## src/rtl/phh_pkg.sv

```systemverilog
`timescale 1ns / 1ps
// Package for the pulse height histogram: shared constants, register
// indexes and the item record passed from the front end to the back end.
// No dependencies.
package phh_pkg;

  // Default sizes for the top-level parameters.
  localparam int unsigned HIST_BINS_DEF  = 128;
  localparam int unsigned COUNT_BITS_DEF = 32;

  // Sample and field widths.
  localparam int unsigned SAMPLE_W   = 12;
  localparam int unsigned READ_BIN_W = 7;
  localparam int unsigned BIN_W      = 8;
  localparam int unsigned CFG_IDX_W  = 2;
  localparam int unsigned CFG_DATA_W = 12;

  // Register reset values.
  localparam logic [SAMPLE_W-1:0] THRESHOLD_RST = 12'd200;
  localparam logic [6:0]          LOW_RST       = 7'd4;
  localparam logic [7:0]          HIGH_RST      = 8'd126;

  // Bin arithmetic: bin = (peak >> BIN_SHIFT) - BIN_OFFSET.
  localparam int unsigned         BIN_SHIFT  = 4;
  localparam logic [BIN_W-1:0]    BIN_OFFSET = 8'h80;

  // Decoupling queue between front and back; a power of two so the
  // pointers wrap on their own.
  localparam int unsigned Q_DEPTH = 4;

  typedef enum logic [CFG_IDX_W-1:0] {
    CFG_THRESHOLD = 2'd0,
    CFG_LOW_LIMIT = 2'd1,
    CFG_HIGH_LIMIT = 2'd2
  } cfg_reg_e;

  // What the back end must do with an item.
  typedef enum logic [1:0] {
    OP_NONE,
    OP_READ,
    OP_COUNT
  } op_e;

  typedef struct packed {
    op_e                 op;
    logic [BIN_W-1:0]    addr;
    logic                indicator;
    logic                done;
    logic [SAMPLE_W-1:0] peak;
    logic [BIN_W-1:0]    bin;
  } item_t;

endpackage

```

## src/rtl/phh_queue.sv

```systemverilog
`timescale 1ns / 1ps
// Short FIFO of item records between the front and back ends.
// Depends on phh_pkg.
module phh_queue (
  input  logic            clk_i,
  input  logic            rst_ni,
  input  logic            push_valid_i,
  output logic            push_ready_o,
  input  phh_pkg::item_t  push_item_i,
  output logic            pop_valid_o,
  input  logic            pop_ready_i,
  output phh_pkg::item_t  pop_item_o
);

  localparam int unsigned PTR_W = $clog2(phh_pkg::Q_DEPTH);
  localparam int unsigned CNT_W = $clog2(phh_pkg::Q_DEPTH + 1);

  phh_pkg::item_t   slots_q [phh_pkg::Q_DEPTH];
  logic [PTR_W-1:0] wr_ptr_q, rd_ptr_q;
  logic [CNT_W-1:0] cnt_q;
  logic             push, pop;

  assign push_ready_o = cnt_q != CNT_W'(phh_pkg::Q_DEPTH);
  assign pop_valid_o  = cnt_q != '0;
  assign pop_item_o   = slots_q[rd_ptr_q];
  assign push         = push_valid_i && push_ready_o;
  assign pop          = pop_valid_o && pop_ready_i;

  always_ff @(posedge clk_i) begin
    if (push) begin
      slots_q[wr_ptr_q] <= push_item_i;
    end
  end

  always_ff @(posedge clk_i or negedge rst_ni) begin
    if (!rst_ni) begin
      wr_ptr_q <= '0;
      rd_ptr_q <= '0;
      cnt_q    <= '0;
    end else begin
      if (push) wr_ptr_q <= wr_ptr_q + PTR_W'(1);
      if (pop)  rd_ptr_q <= rd_ptr_q + PTR_W'(1);
      case ({push, pop})
        2'b10:   cnt_q <= cnt_q + CNT_W'(1);
        2'b01:   cnt_q <= cnt_q - CNT_W'(1);
        default: cnt_q <= cnt_q;
      endcase
    end
  end

endmodule

```

## config.mk

```make
export PLATFORM = sky130hd
export DESIGN_NAME = phh_queue
export DESIGN_NICKNAME = d
export VERILOG_FILES = /design/src/rtl/phh_pkg.sv /design/src/rtl/phh_queue.sv
export SDC_FILE = /design/constraint.sdc
export NUM_CORES = 1
export LEC_CHECK = 0
export BUFFER_PORTS_ARGS = -buffer_cell sky130_fd_sc_hd__buf_2
export CORE_MARGIN = 2
export CORE_UTILIZATION = 56
export CTS_CLUSTER_SIZE = 14
export DETAILED_ROUTE_END_ITERATION = 10
export GPL_ROUTABILITY_DRIVEN = 0
export MAX_ROUTING_LAYER = met4
export PLACE_DENSITY = 0.78
export SYNTH_ARGS = -nofsm -noshare
export SYNTH_HDL_FRONTEND = slang
export SYNTH_SLANG_ARGS = --single-unit
```

## constraint.sdc

```tcl
create_clock -name clk_i -period 2.2 [get_ports clk_i]
set_input_delay 0 -clock clk_i [delete_from_list [all_inputs] [get_ports clk_i]]
set_output_delay 0 -clock clk_i [all_outputs]
set_load 0.01 [all_outputs]
```

==> results.toml <==
[detailed_routing]
firstDrtPassIters = 4
vias_per_cell = 5.48
avgRoutedWirePerCell_um = 19.8
drt_iter0_markers = 125
vias = 2467
drc = 0
routed_wl_mm = 8.90
ant_nets = 0

[pwr]
p_sw_share_pct = 28.2
p_clk_share_pct = 29.7
p_seq_share_pct = 42.2
power_switching_mw = 2.46
combPwrFrac_pct = 28.0
p_per_area_nw_per_um2 = 1340
ir_drop_mv = 0.798
leakagePower_nw = 2.32
internal_power_mw = 6.26

[sta]
max_slew_margin_pct = 41.8
worst_slew_pin_slew_ns = 0.873
finalHoldViolations = 0
fin_ws_ns = 0.100
post-route-min-period_ns = 2.10
final_max_slew_viol_count = 0
rsz0062_at_grt = "false"
clock_skew_ns = 0.00655
fin_crit_sh_pct = 95.5
fmax_ghz = 0.476
setup_viol_count_final = 0

[layout]
fin_nets = 371
drive_gt1_share_pct = 44.2
num_antenna_cells = 0
area.growth.synth_to_final_pct = 28.6
finalCoreUtilization_pct = 74.4

[clocking]
cts.path.max_buffers = 2
cts_buffers = 17
cts-root-buf = "clkbuf_8"
htreeDepth = 4
cts_tree = "yes"
clkSinkCount = 135
clkTransAtPathRegs_ns = 0.06
insertion_delay_ns = 0.52

[floorplan]
coreArea_um2 = 8720
fp.dieArea_um2 = 9780
die_h_um = 98.9
boundaryPins = 70
die_w_um = 98.9
row_count = 34
start_util_pct = 57.8

[outcome]
outcome = "finished clean"

[synth]
seq_area_frac_synth_pct = 79.7
yosysTopAreaCell = "edfxtp_1"
yosysWarnings = 0
syn_inst = 205
synth-edff-count = 128
syn_area_um2 = 5040
synth_top_area_share_pct = 76.2
syn_nets = 247
ys_seq_elements = 135
synth_common_cells = "128 x edfxtp_1, 32 x mux4_2, 7 x dfrtp_1"
synth_cell_types = 20
synth_ff_type = "edfxtp_1"
synth_most_common_cell = "edfxtp_1"
synth.avg_cell_area_um2 = 24.6
async_flop_share_pct = 5.19
synth_area_leaders = "edfxtp_1 76%, mux4_2 14%, dfrtp_1 3.5%, ha_1 1.2%, and3_2 0.60%"

[global_route]
antenna_found_initial = 0
grt_pass1_wl_mm = 14.0
grtUsageTotal_pct = 20.6
grt_overflow = 0
grt_pass1_vias = 2674
grt_max_degree = 33

[worst_setup_path]
cp_top_family = "flip-flops"
path_cells = "buf_12, mux4_2, buf_2"
critPathCaptureType = "output port"
crit_path_max_incr_delay_ns = 0.58
cp-startpoint = "rd_ptr_q[0]"
critical_path_arrival_ns = 2.10
path_class = "reg2out"
crit_buf_inv = 2
slowest_stage = "dfrtp_4"
worstPathRequired_ns = 2.20
crit_fanout = 24
cp-start-kind = "flop"
timing.rr.start = "cnt_q[0]"

[placed_design]
numPortBuffers = 69
dp_slack_ns = -0.00982
dp_hpwl_mm = 4.88

[hold_path]
hp-start = "push_item_i[1]"
hp-class = "in2reg"

[flow_run]
cap_viol_max_count = 0
## through the flow
stage	total power, mW	hold WS, ns	TNS, ns	std cells	instance area (um2)
CTS	8.76	0.215	0	446	6450
global placement	6.01	-0.157	0	377	5530
finish	8.72	0.232	0	450	6480
floorplan	5.21	-0.296	0	205	5040
detailed placement	6.08	-0.156	-0.00982	377	5530
global route	9.13	0.217	0	450	6480
## layout make-up
type | count | area [um2]
well taps | 108 | 135
inverters | 6 | 22.5
repair buffers | 113 | 791
fillers | 480 | 2240
multi-input cells | 56 | 961
clock inverters | 14 | 134
flip-flops and latches | 135 | 4020
clock buffers | 18 | 418
## sequential cells by signal, summed over array words and instances, names as in the netlist
signal,count
slots_q,128
cnt_q,3
rd_ptr_q,2
wr_ptr_q,2
## layout by cell type (no fill, tap or decap), drive strengths merged, types with 2 or more instances in the layout
| master | count |
|---|---|
| and3 | 4 |
| buf | 77 |
| bufinv | 2 |
| clkbuf | 18 |
| clkinv | 6 |
| clkinvlp | 5 |
| dfrtp | 7 |
| dlygate4sd3 | 36 |
| edfxtp | 128 |
| ha | 5 |
| inv | 7 |
| mux4 | 32 |
| xnor2 | 3 |
| xor2 | 3 |
## repair_timing
action | CTS | global route
setup buffers | 1 | 4
pin swaps | 2 | 4
resized for setup | 2 | 1
endpoints found under the setup margin | 3 | 1
hold buffers | 36 | 0
endpoints found under the hold margin | 139 | 0
## power by group through the flow
stage | combinational [mW] | clock (mW) | sequential [mW]
final | 2.45 | 2.59 | 3.68
after global routing | 2.64 | 2.75 | 3.74
after CTS | 2.45 | 2.63 | 3.69
after detailed placement | 2.35 | 0 | 3.73
after global placement | 2.31 | 0 | 3.69
after floorplan | 1.66 | 0 | 3.56
## worst paths after layout
| path | end | slack (ns) | cells past startpoint |
|---|---|---|---|
| worst max-delay path | pop_item_o[7] | 0.10 | 3 |
| worst min-delay path | slots_q[0][1] | 0.23 | 2 |
| min in group asynchronous | cnt_q[1] | 0.43 | 3 |
| worst max register to register | cnt_q[2] | 0.13 | 9 |
| max in group asynchronous | rd_ptr_q[0] | 1.49 | 3 |
| worst min register to register | cnt_q[2] | 0.58 | 2 |
## layer usage
layer	wire (um)	GRT usage, %
met5	0	-
met1	3650	24.4
met3	556	6.95
met4	129	8.22
met2	4560	32.9
## cells by family after synthesis
family	share of synthesized area, %
AOI/OAI and AO/OA	0.198
xor gates and xnor gates	1.04
adders and majority gates	1.64
buffers and inverters	1.36
DFF	79.7
muxes	14.8
and+or+nand+nor	1.29
Note: power is estimated with default switching activity, not from simulation.
