[config.mk]
export PLATFORM = sky130hd
export DESIGN_NAME = phh_front_flat
export DESIGN_NICKNAME = d
export VERILOG_FILES = /design/src/rtl/phh_pkg.sv /design/src/rtl/phh_intf.sv /design/src/rtl/phh_front.sv /design/src/flat_wrapper.sv
export SDC_FILE = /design/constraint.sdc
export NUM_CORES = 1
export LEC_CHECK = 0
export ABC_AREA = 1
export BUFFER_PORTS_ARGS = -buffer_cell sky130_fd_sc_hd__buf_2
export CAP_MARGIN = 20
export CORE_MARGIN = 1
export CORE_UTILIZATION = 25
export DETAILED_ROUTE_END_ITERATION = 8
export GPL_TIMING_DRIVEN = 0
export PLACE_DENSITY = 0.46
export SETUP_SLACK_MARGIN = 0.1
export SLEW_MARGIN = 20
export SYNTH_ARGS = -nofsm -noshare
export SYNTH_HDL_FRONTEND = slang
export SYNTH_SLANG_ARGS = --single-unit
[constraint.sdc]
create_clock -name clk_i -period 3.1 [get_ports clk_i]
set_input_delay 0 -clock clk_i [delete_from_list [all_inputs] [get_ports clk_i]]
set_output_delay 0 -clock clk_i [all_outputs]
set_load 0.01 [all_outputs]
[src/rtl/phh_pkg.sv]
`timescale 1ns / 1ps
// Package for the pulse height histogram: shared constants, register
// indexes and the item record passed from the front end to the back end.
// No dependencies.
package phh_pkg;

  // Default sizes for the top-level parameters.
  localparam int unsigned HIST_BINS_DEF  = 128;
  localparam int unsigned COUNT_BITS_DEF = 32;

  // Sample and field widths.
  localparam int unsigned SAMPLE_W   = 12;
  localparam int unsigned READ_BIN_W = 7;
  localparam int unsigned BIN_W      = 8;
  localparam int unsigned CFG_IDX_W  = 2;
  localparam int unsigned CFG_DATA_W = 12;

  // Register reset values.
  localparam logic [SAMPLE_W-1:0] THRESHOLD_RST = 12'd200;
  localparam logic [6:0]          LOW_RST       = 7'd4;
  localparam logic [7:0]          HIGH_RST      = 8'd126;

  // Bin arithmetic: bin = (peak >> BIN_SHIFT) - BIN_OFFSET.
  localparam int unsigned         BIN_SHIFT  = 4;
  localparam logic [BIN_W-1:0]    BIN_OFFSET = 8'h80;

  // Decoupling queue between front and back; a power of two so the
  // pointers wrap on their own.
  localparam int unsigned Q_DEPTH = 4;

  typedef enum logic [CFG_IDX_W-1:0] {
    CFG_THRESHOLD = 2'd0,
    CFG_LOW_LIMIT = 2'd1,
    CFG_HIGH_LIMIT = 2'd2
  } cfg_reg_e;

  // What the back end must do with an item.
  typedef enum logic [1:0] {
    OP_NONE,
    OP_READ,
    OP_COUNT
  } op_e;

  typedef struct packed {
    op_e                 op;
    logic [BIN_W-1:0]    addr;
    logic                indicator;
    logic                done;
    logic [SAMPLE_W-1:0] peak;
    logic [BIN_W-1:0]    bin;
  } item_t;

endpackage

[src/rtl/phh_intf.sv]
`timescale 1ns / 1ps
// Channel interfaces of the pulse height histogram: sample/read input,
// result output and configuration write. Depends on phh_pkg.
interface phh_in_if ();
  logic                                valid;
  logic                                ready;
  logic                                kind;
  logic [phh_pkg::SAMPLE_W-1:0]        reference_sample;
  logic [phh_pkg::SAMPLE_W-1:0]        signal_sample;
  logic [phh_pkg::READ_BIN_W-1:0]      read_bin;

  modport source (output valid, kind, reference_sample, signal_sample, read_bin,
                  input ready);
  modport sink (input valid, kind, reference_sample, signal_sample, read_bin,
                output ready);
endinterface


interface phh_cfg_if ();
  logic                               valid;
  logic                               ready;
  logic [phh_pkg::CFG_IDX_W-1:0]      index;
  logic [phh_pkg::CFG_DATA_W-1:0]     data;

  modport source (output valid, index, data, input ready);
  modport sink (input valid, index, data, output ready);
endinterface

[src/rtl/phh_front.sv]
`timescale 1ns / 1ps
// Front end: configuration registers, pulse detector and classification of
// each input beat into a back-end operation. Depends on phh_pkg, phh_intf.
module phh_front #(
  parameter int unsigned HIST_BINS = phh_pkg::HIST_BINS_DEF
) (
  input  logic            clk_i,
  input  logic            rst_ni,
  phh_cfg_if.sink         cfg_i,
  phh_in_if.sink          in_i,
  output logic            push_valid_o,
  input  logic            push_ready_i,
  output phh_pkg::item_t  push_item_o
);

  localparam int unsigned SW = phh_pkg::SAMPLE_W;

  logic [SW-1:0] thr_q, thr_d;
  logic [6:0]    low_q, low_d;
  logic [7:0]    high_q, high_d;

  logic [SW-1:0] peak_q, peak_d;
  logic          disarmed_q, disarmed_d;
  logic          ind_q, ind_d;

  logic                          accept;
  logic                          above;
  logic [phh_pkg::BIN_W-1:0]     bin8;
  logic signed [9:0]             bin_w;
  logic                          in_limits;
  phh_pkg::item_t                item;

  assign cfg_i.ready  = 1'b1;
  assign in_i.ready   = push_ready_i;
  assign push_valid_o = in_i.valid;
  assign push_item_o  = item;
  assign accept       = in_i.valid && push_ready_i;

  always_comb begin
    thr_d  = thr_q;
    low_d  = low_q;
    high_d = high_q;
    if (cfg_i.valid) begin
      case (cfg_i.index)
        phh_pkg::CFG_THRESHOLD:  thr_d  = cfg_i.data;
        phh_pkg::CFG_LOW_LIMIT:  low_d  = cfg_i.data[6:0];
        phh_pkg::CFG_HIGH_LIMIT: high_d = cfg_i.data[7:0];
        default: ;
      endcase
    end
  end

  // Bin of the held peak, sign-extended so that the limit compares are signed.
  assign bin8      = peak_q[SW-1:phh_pkg::BIN_SHIFT] - phh_pkg::BIN_OFFSET;
  assign bin_w     = $signed({{2{bin8[7]}}, bin8});
  assign in_limits = (bin_w > $signed({3'b000, low_q}))
                  && (bin_w < $signed({2'b00, high_q}))
                  && (bin_w < $signed(10'(HIST_BINS)));

  assign above = {1'b0, in_i.signal_sample} > ({1'b0, in_i.reference_sample} + {1'b0, thr_q});

  always_comb begin
    peak_d         = peak_q;
    disarmed_d     = disarmed_q;
    ind_d          = ind_q;
    item           = '0;
    item.op        = phh_pkg::OP_NONE;
    if (in_i.kind) begin
      if ({2'b00, in_i.read_bin} < 9'(HIST_BINS)) begin
        item.op = phh_pkg::OP_READ;
      end
      item.addr = {1'b0, in_i.read_bin};
    end else if (above) begin
      if (!disarmed_q) begin
        if (in_i.signal_sample >= peak_q) begin
          peak_d = in_i.signal_sample;
        end else begin
          item.done  = 1'b1;
          item.peak  = peak_q;
          item.bin   = bin8;
          item.addr  = bin8;
          if (in_limits) begin
            item.op = phh_pkg::OP_COUNT;
          end
          peak_d     = '0;
          disarmed_d = 1'b1;
        end
        ind_d = 1'b1;
      end
    end else begin
      disarmed_d = 1'b0;
      ind_d      = 1'b0;
    end
    item.indicator = ind_d;
  end

  always_ff @(posedge clk_i or negedge rst_ni) begin
    if (!rst_ni) begin
      thr_q      <= phh_pkg::THRESHOLD_RST;
      low_q      <= phh_pkg::LOW_RST;
      high_q     <= phh_pkg::HIGH_RST;
      peak_q     <= '0;
      disarmed_q <= 1'b0;
      ind_q      <= 1'b0;
    end else begin
      thr_q  <= thr_d;
      low_q  <= low_d;
      high_q <= high_d;
      if (accept) begin
        peak_q     <= peak_d;
        disarmed_q <= disarmed_d;
        ind_q      <= ind_d;
      end
    end
  end

endmodule

[src/flat_wrapper.sv]
// flat-port wrapper written by rule: the top's interface ports become plain ports
module phh_front_flat 
#(
  parameter int unsigned HIST_BINS = phh_pkg::HIST_BINS_DEF
)
  (clk_i, rst_ni, push_valid_o, push_ready_i, push_item_o, cfg_i_valid, cfg_i_index, cfg_i_data, cfg_i_ready, in_i_valid, in_i_kind, in_i_reference_sample, in_i_signal_sample, in_i_read_bin, in_i_ready);
  phh_cfg_if cfg_i_i ();
  phh_in_if in_i_i ();
  input  logic clk_i;
  input  logic rst_ni;
  output logic push_valid_o;
  input  logic push_ready_i;
  output phh_pkg::item_t push_item_o;
  input wire logic [$bits(cfg_i_i.valid)-1:0] cfg_i_valid;
  input wire logic [$bits(cfg_i_i.index)-1:0] cfg_i_index;
  input wire logic [$bits(cfg_i_i.data)-1:0] cfg_i_data;
  output wire logic [$bits(cfg_i_i.ready)-1:0] cfg_i_ready;
  input wire logic [$bits(in_i_i.valid)-1:0] in_i_valid;
  input wire logic [$bits(in_i_i.kind)-1:0] in_i_kind;
  input wire logic [$bits(in_i_i.reference_sample)-1:0] in_i_reference_sample;
  input wire logic [$bits(in_i_i.signal_sample)-1:0] in_i_signal_sample;
  input wire logic [$bits(in_i_i.read_bin)-1:0] in_i_read_bin;
  output wire logic [$bits(in_i_i.ready)-1:0] in_i_ready;
  assign cfg_i_i.valid = cfg_i_valid;
  assign cfg_i_i.index = cfg_i_index;
  assign cfg_i_i.data = cfg_i_data;
  assign cfg_i_ready = cfg_i_i.ready;
  assign in_i_i.valid = in_i_valid;
  assign in_i_i.kind = in_i_kind;
  assign in_i_i.reference_sample = in_i_reference_sample;
  assign in_i_i.signal_sample = in_i_signal_sample;
  assign in_i_i.read_bin = in_i_read_bin;
  assign in_i_ready = in_i_i.ready;
  phh_front #(.HIST_BINS(HIST_BINS)) u_core (.clk_i(clk_i), .rst_ni(rst_ni), .cfg_i(cfg_i_i), .in_i(in_i_i), .push_valid_o(push_valid_o), .push_ready_i(push_ready_i), .push_item_o(push_item_o));
endmodule
==> metrics.md <==
| Metric | Value |
|---|---|
| Outcome | `finished with violations` |
| Failing checks | `negative setup slack` |
| PD cells | `617 nW/µm²` |
| Crit Path Max Fanout | `5` |
| Antenna Cells | `0` |
| Avg Vias per Cell | `4.27` |
| Normalized max-slew margin | `0.361` |
| Row cnt | `42` |
| Post-Route M1 WL | `4.46 mm` |
| Pre-antenna DRT Iters | `6` |
| Chip width | `119 µm` |
| Top Ports | `86` |
| Core area | `13200 µm²` |
| Fraction of registers with async set/reset | `1.00` |
| Netlist cell types | `35` |
| Gr usage total | `0.142` |
| # DRC | `0` |
| RSZ-0062 raised after global routing | `true` |
| Final Hold Slack | `1.67 ps` |
| Die area | `14100 µm²` |
| Remaining antenna violation count | `0` |
| Total congestion overflow | `0` |
| WL met3 | `335 µm` |
| Root Driver | `clkbuf_16` |
| Drt wl/cell | `12.8 µm` |
| Port Buf Inserts | `83` |
| Flops & latches, synth | `41` |
| CTS tree | `built` |
| Startpoint Class | `flip-flop` |
| Hpwl dp | `7.40 mm` |
| Pwr Total | `2900 µW` |
| Min-Delay Path Depth | `3` |
| Count of flip-flops with a built-in enable after synthesis | `0` |
| Pin count of the biggest net entering global routing | `42` |
| Cts bufs inserted | `5` |
| Vias in the first global route | `3215` |
| Drt initial violations | `88` |
| Max_cap viols | `0` |
| CP endpoint kind | `primary output` |
| Slew @ Worst Pin | `958 ps` |
| Placer congestion estimate | `0.784` |
| Peak supply drop | `0.299 mV` |
| Final hold vios | `0` |
| Place WS | `-333 ps` |
| CP Class | `flip-flop to primary output` |
| Post-route setup slack | `-423 ps` |
| Cell area after layout | `4690 µm²` |
| Worst skew pair latency | `290 ps` |
| Main synth FF type | `dfrtp_1` |
| Synth Instances | `437` |
| Leak Pwr | `0.00240 µW` |
| Slew Limit Fails | `0` |
| Clock Path Buffers | `2` |
| Most common cell after layout, fill and taps aside | `nand2_1` |
| Cell Area, Placed | `4080 µm²` |
| Met2 Wirelength | `4.40 mm` |
| Share of layout cells above drive strength 1 | `0.347` |
| Critical path data required time | `3100 ps` |
| Reg-to-Reg Start | `u_core.thr_q[0]$_DFFE_PN0P_` |
| Critical Path Start | `u_core.thr_q[0]$_DFFE_PN0P_` |
| Most frequent cells in the layout | `93 x nand2_1, 73 x buf_2, 60 x inv_1` |
| Synth Warn # | `0` |
| Antenna violations before repair | `0` |
| Clock sinks | `41` |
| CP Data Arrival Time | `3520 ps` |
| Routed vias | `3100` |
| Setup violators final | `45` |
| Cell area after synthesis | `3400 µm²` |
| WL final | `9.29 mm` |
| Hold Crit Class | `input port to flip-flop` |
| R2R depth | `22` |
| Top sig layer | `met4` |
| Fmax | `284 MHz` |
| R2R setup slack | `-390 ps` |
| Critical Path End | `push_item_o[18]` |
| Wire length of the first global-routing pass | `15.8 mm` |
| Syn Nets | `538` |
| Final min period | `3520 ps` |
| Sequential-to-total area share from yosys stat | `0.306` |
| DIE HEIGHT | `119 µm` |
| RR Endpoint | `u_core.peak_q[4]$_DFFE_PN0P_` |
| Htree depth | `2` |
| Mean Syn Cell Area | `7.77 µm²` |
| Synthesis-to-finish area growth | `38.2%` |
| Final net count | `650` |
| Clk slew on worst S/H paths | `60 ps` |
| Fin Clk Skew | `8.35 ps` |
| Starting Density | `0.256` |
| Period utilization | `1.14` |
-- where the power goes --
| group | internal [µW] | switching (µW) | leakage [µW] |
|---|---|---|---|
| sequential | 679 | 116 | 0.000496 |
| combinational | 616 | 795 | 0.00181 |
| clock | 464 | 225 | 0.0000944 |
-- worst min-delay path by stage --
| stage | start | endpoint | slack [ps] |
|---|---|---|---|
| final | cfg_i_data[2] | u_core.high_q[2]$_DFFE_PN1P_ | 2 |
| after global routing | in_i_signal_sample[5] | u_core.peak_q[5]$_DFFE_PN0P_ | 20 |
| after CTS | in_i_signal_sample[11] | u_core.peak_q[11]$_DFFE_PN0P_ | 8 |
| after detailed placement | in_i_kind | push_item_o[30] | 180 |
| after global placement | in_i_kind | push_item_o[30] | 190 |
| after floorplan | rst_ni | u_core.disarmed_q$_DFFE_PN0P_ | -300 |
-- sequential cells by signal (all words and copies together), names as in the netlist --
signal             cells
u_core.high_q          8
u_core.thr_q          12
u_core.peak_q         12
u_core.ind_q           1
u_core.low_q           7
u_core.disarmed_q      1
-- Yosys cell counts, types with 4 or more instances --
| cell type | n | area (µm²) |
|---|---|---|
| nand2_2 | 8 | 50.1 |
| a21oi_1 | 23 | 115 |
| xor2_1 | 4 | 35.0 |
| nand4_1 | 5 | 31.3 |
| o21ai_0 | 35 | 175 |
| mux2_2 | 4 | 45.0 |
| buf_4 | 15 | 113 |
| nand3_1 | 13 | 65.1 |
| o21ai_2 | 12 | 105 |
| xnor2_1 | 5 | 43.8 |
| clkbuf_1 | 6 | 22.5 |
| nand2_1 | 96 | 360 |
| dfrtp_1 | 31 | 776 |
| nor2_1 | 30 | 113 |
| ha_1 | 49 | 613 |
| dfstp_2 | 10 | 263 |
| inv_1 | 61 | 229 |
| o21ai_1 | 9 | 45.0 |
-- critical path, stage by stage, from the launching register on --
cell	delay, ps
dfrtp_1	380
ha_2	200
inv_2	40
fa_2	360
o31ai_4	260
a21oi_4	100
o21ai_2	130
xor2_1	200
ha_1	280
buf_4	140
buf_4	120
a21o_1	160
a21oi_1	120
nand2_1	100
nand2_4	100
inv_4	40
nand3_4	90
buf_8	160
nor2_4	40
buf_4	130
buf_6	110
-- kinds of logic after synthesis --
family                     Yosys count  share of synthesized area
other                                1                    0.00110
DFF                                 41                      0.306
adders and majority gates           50                      0.186
muxes                                4                     0.0133
xor gates and xnor gates             9                     0.0232
buffers and inverters               86                      0.117
and+or+nand+nor                    160                      0.201
AOI/OAI and AO/OA                   86                      0.152
-- per-stage QoR --
stage / util / std cells / TNS (ps)
final: 0.354 / 726 / -15920
after global routing: 0.354 / 726 / -25520
after CTS: 0.347 / 722 / -20270
after detailed placement: 0.308 / 696 / -10420
after global placement: 0.308 / 696 / -8620
after floorplan: - / 437 / 0
-- final cells by class --
class | instances | area (µm²)
clock buffers | 5 | 125
inverters | 63 | 239
plain buffers | 23 | 216
flip-flops and latches | 41 | 1040
clock inverters | 3 | 68.8
well taps | 176 | 220
multi-input cells | 310 | 2090
fillers | 1407 | 8550
repair buffers | 105 | 693
-- routing by layer --
layer,vias to the layer above,track usage
li1,1622,-
met1,1391,0.185
met2,81,0.247
met3,6,0.0193
met4,0,0.0309
met5,-,0
-- what timing repair did --
action,CTS,global route
setup endpoints to repair,45,45
hold buffers,9,0
endpoints found under the hold margin,39,0
setup buffers,6,4
pin swaps,13,13
cloned,3,0
gates resized for setup,33,21
Power figures use the tool's default switching activity.
